[config.mk]
export PLATFORM = sky130hd
export DESIGN_NAME = pdt_isqrt
export DESIGN_NICKNAME = d
export VERILOG_FILES = /design/src/hw/rtl/pdt_isqrt.sv
export SDC_FILE = /design/constraint.sdc
export NUM_CORES = 2
export LEC_CHECK = 0
export ABC_AREA = 1
export BUFFER_PORTS_ARGS = -buffer_cell sky130_fd_sc_hd__buf_4
export CAP_MARGIN = 30
export CORE_MARGIN = 5
export CORE_UTILIZATION = 40
export DETAILED_ROUTE_END_ITERATION = 7
export PLACE_DENSITY = 0.53
export SLEW_MARGIN = 5
export SYNTH_ARGS = -nofsm -noshare
export SYNTH_HDL_FRONTEND = slang
export SYNTH_SLANG_ARGS = --single-unit
[constraint.sdc]
create_clock -name clock -period 6.26 [get_ports clock]
set_input_delay 0.313 -clock clock [delete_from_list [all_inputs] [get_ports clock]]
set_output_delay 0.313 -clock clock [all_outputs]
set_load 0.02 [all_outputs]
[src/hw/rtl/pdt_isqrt.sv]
// ----------------------------------------------------------------------------
// Pipelined integer square root
// One root bit per stage, truncating; a sideband word travels with each value.
// ----------------------------------------------------------------------------
`timescale 1ns / 1ps
`default_nettype none

module pdt_isqrt #(
   parameter int RW     = 25,
   parameter int SIDE_W = 1
) (
   input  wire logic              clock,
   input  wire logic              reset,
   input  wire logic              advance,
   input  wire logic              in_valid,
   input  wire logic [2*RW-1:0]   in_radicand,
   input  wire logic [SIDE_W-1:0] in_side,
   output logic                   out_valid,
   output logic [RW-1:0]          out_root,
   output logic [SIDE_W-1:0]      out_side
);

   logic              vld_ff  [RW];
   logic [RW+1:0]     rem_ff  [RW];
   logic [RW-1:0]     root_ff [RW];
   logic [2*RW-1:0]   rad_ff  [RW];
   logic [SIDE_W-1:0] side_ff [RW];

   logic              p_vld  [RW];
   logic [RW+1:0]     p_rem  [RW];
   logic [RW-1:0]     p_root [RW];
   logic [2*RW-1:0]   p_rad  [RW];
   logic [SIDE_W-1:0] p_side [RW];

   for (genvar k = 0; k < RW; k++) begin : g_stage
      logic [RW+1:0] trial;
      logic [RW+1:0] test;
      logic          take;
      logic [RW+1:0] rem_in;
      logic [RW-1:0] root_in;

      if (k == 0) begin : g_first
         assign p_vld[k]  = in_valid;
         assign p_rem[k]  = '0;
         assign p_root[k] = '0;
         assign p_rad[k]  = in_radicand;
         assign p_side[k] = in_side;
      end else begin : g_next
         assign p_vld[k]  = vld_ff[k-1];
         assign p_rem[k]  = rem_ff[k-1];
         assign p_root[k] = root_ff[k-1];
         assign p_rad[k]  = rad_ff[k-1];
         assign p_side[k] = side_ff[k-1];
      end

      // Bring down the next two radicand bits and try the root bit.
      assign trial   = {p_rem[k][RW-1:0], p_rad[k][2*RW-1 -: 2]};
      assign test    = {p_root[k], 2'b01};
      assign take    = (trial >= test);
      assign rem_in  = take ? (trial - test) : trial;
      assign root_in = {p_root[k][RW-2:0], take};

      always_ff @(posedge clock) begin
         if (reset) begin
            vld_ff[k] <= 1'b0;
         end else if (advance) begin
            vld_ff[k] <= p_vld[k];
         end
      end

      always_ff @(posedge clock) begin
         if (advance) begin
            rem_ff[k]  <= rem_in;
            root_ff[k] <= root_in;
            rad_ff[k]  <= p_rad[k] << 2;
            side_ff[k] <= p_side[k];
         end
      end
   end

   assign out_valid = vld_ff[RW-1];
   assign out_root  = root_ff[RW-1];
   assign out_side  = side_ff[RW-1];

endmodule

`default_nettype wire

==> impl_metrics.xml <==
<?xml version="1.0" encoding="UTF-8"?>
<metrics>
  <group name="layout">
    <metric name="final-instance-count-excl-fill" unit="">12800</metric>
    <metric name="final_design_area_no_fill" unit="µm²">94400</metric>
    <metric name="most_common_cell_after_layout_fill_and_taps_aside" unit="">sky130_fd_sc_hd__nand2_1</metric>
    <metric name="synth_to_final_area_change" unit="%">11.9</metric>
    <metric name="final.fill_count" unit="">20500</metric>
    <metric name="drive_above_1_share" unit="%">6.56</metric>
    <metric name="finalNetCount" unit="">10200</metric>
    <metric name="most-common-layout-cells" unit="">sky130_fd_sc_hd__nand2_1 (3315), sky130_fd_sc_hd__inv_1 (1707), sky130_fd_sc_hd__edfxtp_1 (1542), sky130_fd_sc_hd__nor2_1 (750), sky130_fd_sc_hd__nand3_1 (551)</metric>
  </group>
  <group name="yosys">
    <metric name="yosys-top-cells-area" unit="">sky130_fd_sc_hd__edfxtp_1 (55%), sky130_fd_sc_hd__nand2_1 (15%), sky130_fd_sc_hd__inv_1 (7.6%)</metric>
    <metric name="synthesis.area_per_instance" unit="µm²">8.82</metric>
    <metric name="async_flop_share" unit="%">0</metric>
    <metric name="syn-cell-area" unit="µm²">84400</metric>
    <metric name="share_of_yosys_cell_area_claimed_by_the_top_area_cell_type" unit="%">54.9</metric>
    <metric name="synth_enable_flop_cells" unit="">1542</metric>
    <metric name="synth-seq-cells" unit="">1542</metric>
    <metric name="post_synth_num_cell_types" unit="">52</metric>
    <metric name="postSynthNetCount" unit="">9971</metric>
    <metric name="register_area_share_after_synthesis" unit="%">54.9</metric>
    <metric name="post_synth_inst_count" unit="">9565</metric>
    <metric name="yosysWarnings" unit="">0</metric>
    <metric name="yosys.area.top_type" unit="">sky130_fd_sc_hd__edfxtp_1</metric>
    <metric name="synthFlopType" unit="">sky130_fd_sc_hd__edfxtp_1</metric>
  </group>
  <group name="timing">
    <metric name="setup_viol_count_final" unit="">0</metric>
    <metric name="setup_tns" unit="ns">0</metric>
    <metric name="max_clock_freq" unit="GHz">0.335</metric>
    <metric name="fin_crit_sh" unit="%">47.7</metric>
    <metric name="fin_crit" unit="ns">2.98</metric>
    <metric name="worst_slew_margin_relative_to_its_limit" unit="%">28.0</metric>
    <metric name="worst_slew_pin_slew" unit="ns">1.08</metric>
    <metric name="setup_repair_after_global_routing_missed_its_margin" unit="">false</metric>
    <metric name="whs" unit="ns">0.0920</metric>
    <metric name="finClkSkew" unit="ns">0.0433</metric>
    <metric name="final-hold-violation-count" unit="">0</metric>
    <metric name="max_slew_violation_count" unit="">0</metric>
  </group>
  <group name="detailed_routing">
    <metric name="firstDrtPassIters" unit="">6</metric>
    <metric name="detail_route.wirelength" unit="mm">216</metric>
    <metric name="route.antenna.remaining_nets" unit="">0</metric>
    <metric name="route.detailed.vias_per_inst" unit="">4.82</metric>
    <metric name="avgRoutedWirePerCell" unit="µm">16.9</metric>
    <metric name="routed-via-count" unit="">61500</metric>
    <metric name="first_iter_violations" unit="">4478</metric>
    <metric name="drc_errors" unit="">0</metric>
  </group>
  <group name="critical_path">
    <metric name="cp_cell_sequence" unit="">ha_1 -&gt; nand2_1 -&gt; inv_1 -&gt; nand2_1 -&gt; inv_1 -&gt; nand2_1 -&gt; inv_1 -&gt; nand2_1 -&gt; nand2_1 -&gt; nor2_4 -&gt; nand2_4 -&gt; nand3_1 -&gt; nand2_1</metric>
    <metric name="cp_slowest_stage_delay" unit="ns">0.61</metric>
    <metric name="critical_path.startpoint_type" unit="">flop</metric>
    <metric name="type_of_the_setup_path_with_the_least_slack" unit="">flop to flop</metric>
    <metric name="endpoint_kind" unit="">flop</metric>
    <metric name="r2r_start" unit="">rem_ff[2][152]</metric>
    <metric name="worst-path-max-fanout" unit="">27</metric>
    <metric name="cp_slowest_cell" unit="">sky130_fd_sc_hd__nor2_4</metric>
    <metric name="most_frequent_cp_cell" unit="">sky130_fd_sc_hd__nand2_1</metric>
    <metric name="cp_arrival" unit="ns">3.56</metric>
    <metric name="timing.reg2reg.setup_slack" unit="ns">3.28</metric>
    <metric name="worst-endpoint-required" unit="ns">6.83</metric>
    <metric name="r2r_end" unit="">rem_ff[2][176]</metric>
    <metric name="r2r.worst_path.cells" unit="">13</metric>
  </group>
  <group name="global_routing">
    <metric name="antenna_found_initial" unit="">2</metric>
    <metric name="first_global_vias" unit="">59000</metric>
    <metric name="grt-ovfl-total" unit="">0</metric>
    <metric name="grt_start_max_net_pins" unit="">174</metric>
    <metric name="grt_util_all_layers" unit="%">19.0</metric>
    <metric name="grt_pass1_wl" unit="mm">334</metric>
  </group>
  <group name="floorplan">
    <metric name="floorplan.rows" unit="">168</metric>
    <metric name="fp.dieW" unit="µm">469</metric>
    <metric name="initial_core_utilization" unit="%">40.2</metric>
    <metric name="core_area" unit="µm²">210000</metric>
    <metric name="die_h" unit="µm">469</metric>
    <metric name="top_level_ports" unit="">82</metric>
    <metric name="die-area" unit="µm²">220000</metric>
  </group>
  <group name="placed_design">
    <metric name="port_buffers" unit="">81</metric>
    <metric name="detailed_placer_s_ending_hpwl" unit="mm">162</metric>
    <metric name="dp.cells" unit="">12400</metric>
    <metric name="cell_area_placed" unit="µm²">88000</metric>
    <metric name="routabilityCongestion" unit="">0.903</metric>
  </group>
  <group name="power">
    <metric name="p_leak" unit="nW">42.9</metric>
    <metric name="seq_power_share" unit="%">44.7</metric>
    <metric name="p_switching" unit="mW">9.37</metric>
    <metric name="power_density" unit="nW/µm²">320</metric>
    <metric name="sw_frac_of_total" unit="%">31.0</metric>
    <metric name="power.ir.vdd_worst" unit="mV">0.276</metric>
    <metric name="combinationalPowerShare" unit="%">20.7</metric>
    <metric name="power.share.clock" unit="%">34.5</metric>
    <metric name="cellInternalPower" unit="mW">20.9</metric>
  </group>
  <group name="clocking">
    <metric name="clock_path_buffers" unit="">3</metric>
    <metric name="clk_latency" unit="ns">0.82</metric>
    <metric name="cts_post_setup_buffers_inserted" unit="">0</metric>
    <metric name="clk_pin_slew" unit="ns">0.06</metric>
    <metric name="clock_sink_count" unit="">1542</metric>
    <metric name="cts_made_buffers" unit="">174</metric>
    <metric name="clockRootBuffer" unit="">sky130_fd_sc_hd__clkbuf_16</metric>
    <metric name="clock_tree.htree_level_count" unit="">4</metric>
    <metric name="clock_tree_from_tritoncts" unit="">built</metric>
  </group>
  <group name="hold_path">
    <metric name="hold_depth" unit="">1</metric>
    <metric name="holdCritStartpoint" unit="">advance</metric>
    <metric name="worst_hold_path_type" unit="">primary input to flop</metric>
    <metric name="timing.hold.worst_endpoint" unit="">rad_ff[0][22]</metric>
  </group>
  <group name="flow_run">
    <metric name="max_cap_violations" unit="">0</metric>
  </group>
  <group name="run_status">
    <metric name="status" unit="">complete, no violations</metric>
  </group>
</metrics>
[area by class of cell]
cell class                      instances  area (µm²)  area share (%)
Multi-Input combinational cell       6202       30800            32.6
Antenna cell                            1        2.50         0.00265
Sequential cell                      1542       46300            49.0
Timing Repair Buffer                  148        1360            1.44
Clock buffer                          196        4460            4.72
Clock inverter                        125        1450            1.53
Tap cell                             2805        3510            3.72
Inverter                             1743        6560            6.95
[synth_stat cells, types with 2 or more instances]
cell type                   count
sky130_fd_sc_hd__a21boi_0       3
sky130_fd_sc_hd__a21oi_1      267
sky130_fd_sc_hd__a21oi_2       55
sky130_fd_sc_hd__a21oi_4        5
sky130_fd_sc_hd__and2_1        12
sky130_fd_sc_hd__and3_1         4
sky130_fd_sc_hd__buf_12         2
sky130_fd_sc_hd__buf_2         13
sky130_fd_sc_hd__buf_4         13
sky130_fd_sc_hd__buf_6         43
sky130_fd_sc_hd__buf_8          3
sky130_fd_sc_hd__clkbuf_1       4
sky130_fd_sc_hd__edfxtp_1    1542
sky130_fd_sc_hd__ha_1         351
sky130_fd_sc_hd__inv_1       1707
sky130_fd_sc_hd__inv_2         31
sky130_fd_sc_hd__inv_4          4
sky130_fd_sc_hd__nand2_1     3315
sky130_fd_sc_hd__nand2_2       42
sky130_fd_sc_hd__nand2_4        7
sky130_fd_sc_hd__nand3_1      551
sky130_fd_sc_hd__nand3_2       17
sky130_fd_sc_hd__nand3_4        5
sky130_fd_sc_hd__nand3b_1      85
sky130_fd_sc_hd__nand4_1      152
sky130_fd_sc_hd__nor2_1       750
sky130_fd_sc_hd__nor2_2        59
sky130_fd_sc_hd__nor2_4        16
sky130_fd_sc_hd__nor3_1        76
sky130_fd_sc_hd__nor3_2         5
sky130_fd_sc_hd__nor3b_1        3
sky130_fd_sc_hd__nor4_1         2
sky130_fd_sc_hd__o2111ai_1      3
sky130_fd_sc_hd__o211ai_1       4
sky130_fd_sc_hd__o21ai_0      109
sky130_fd_sc_hd__o21ai_1       25
sky130_fd_sc_hd__o21ai_2       23
sky130_fd_sc_hd__o21bai_1      14
sky130_fd_sc_hd__o21bai_2       2
sky130_fd_sc_hd__or2_2         17
sky130_fd_sc_hd__xnor2_1       59
sky130_fd_sc_hd__xor2_1       155
[power groups by stage]
stage                     clock network [mW]  logic, mW  registers, mW
after global routing                    11.2       7.15           13.6
after detailed placement                   0       6.22           13.7
after floorplan                            0       4.51           13.3
after CTS                               10.8       6.29           13.5
final                                   10.4       6.27           13.5
after global placement                     0       6.19           13.7
[how the worst max path moves through the flow]
stage,startpoint,endpoint,slack [ns],cells after the start
after floorplan,rem_ff[0][0],rem_ff[0][44],4.12,9
after global placement,root_ff[1][118],rem_ff[2][154],3.25,13
after detailed placement,root_ff[1][118],rem_ff[2][154],3.27,13
after CTS,rem_ff[2][150],rem_ff[2][177],3.25,13
after global routing,rem_ff[2][152],rem_ff[2][176],3.04,13
final,rem_ff[2][152],rem_ff[2][176],3.28,13
[per-stage QoR]
step / worst slack [ns] / total power, mW / util [%]
after floorplan: 4.12 / 17.8 / -
final: 3.28 / 30.2 / 45.0
after CTS: 3.25 / 30.7 / 45.0
after global routing: 3.04 / 32.0 / 45.0
after global placement: 3.25 / 19.9 / 41.9
after detailed placement: 3.27 / 20.0 / 41.9
[registers in the layout, indices dropped and copies added, names as in the netlist]
register  flops
vld_ff       25
rem_ff      567
side_ff      25
root_ff     325
rad_ff      600
[cell families after synthesis]
| group | after synthesis | synth area share [%] |
|---|---|---|
| compound gates | 514 | 3.58 |
| xor+xnor | 215 | 2.24 |
| fa+ha+maj | 351 | 5.20 |
| buf+inv | 1821 | 8.66 |
| flops | 1542 | 54.9 |
| other cells | 1 | 0.00444 |
| simple gates | 5121 | 25.4 |
[what timing repair did]
item | 4_1_cts | 5_1_grt
gates resized for setup | 0 | 0
hold endpoints to repair | 53 | 0
hold buffers | 53 | 0
[per-layer routing]
layer,vias to the layer above,GRT usage (%),routed length (µm)
met5,-,0,0
met4,0,5.46,6030
met3,314,2.29,8650
met2,1296,31.5,99700
met1,28600,26.4,101000
li1,31200,-,-
[critical path: cells and delay by family (launching register included)]
family / cells / cell delay [ns]
and+or+nand+nor: 9 / 1.74
DFF: 1 / 0.40
adders and majority gates: 1 / 0.40
buffers and inverters: 3 / 0.18
No activity file was read; power rests on OpenSTA's default activity.
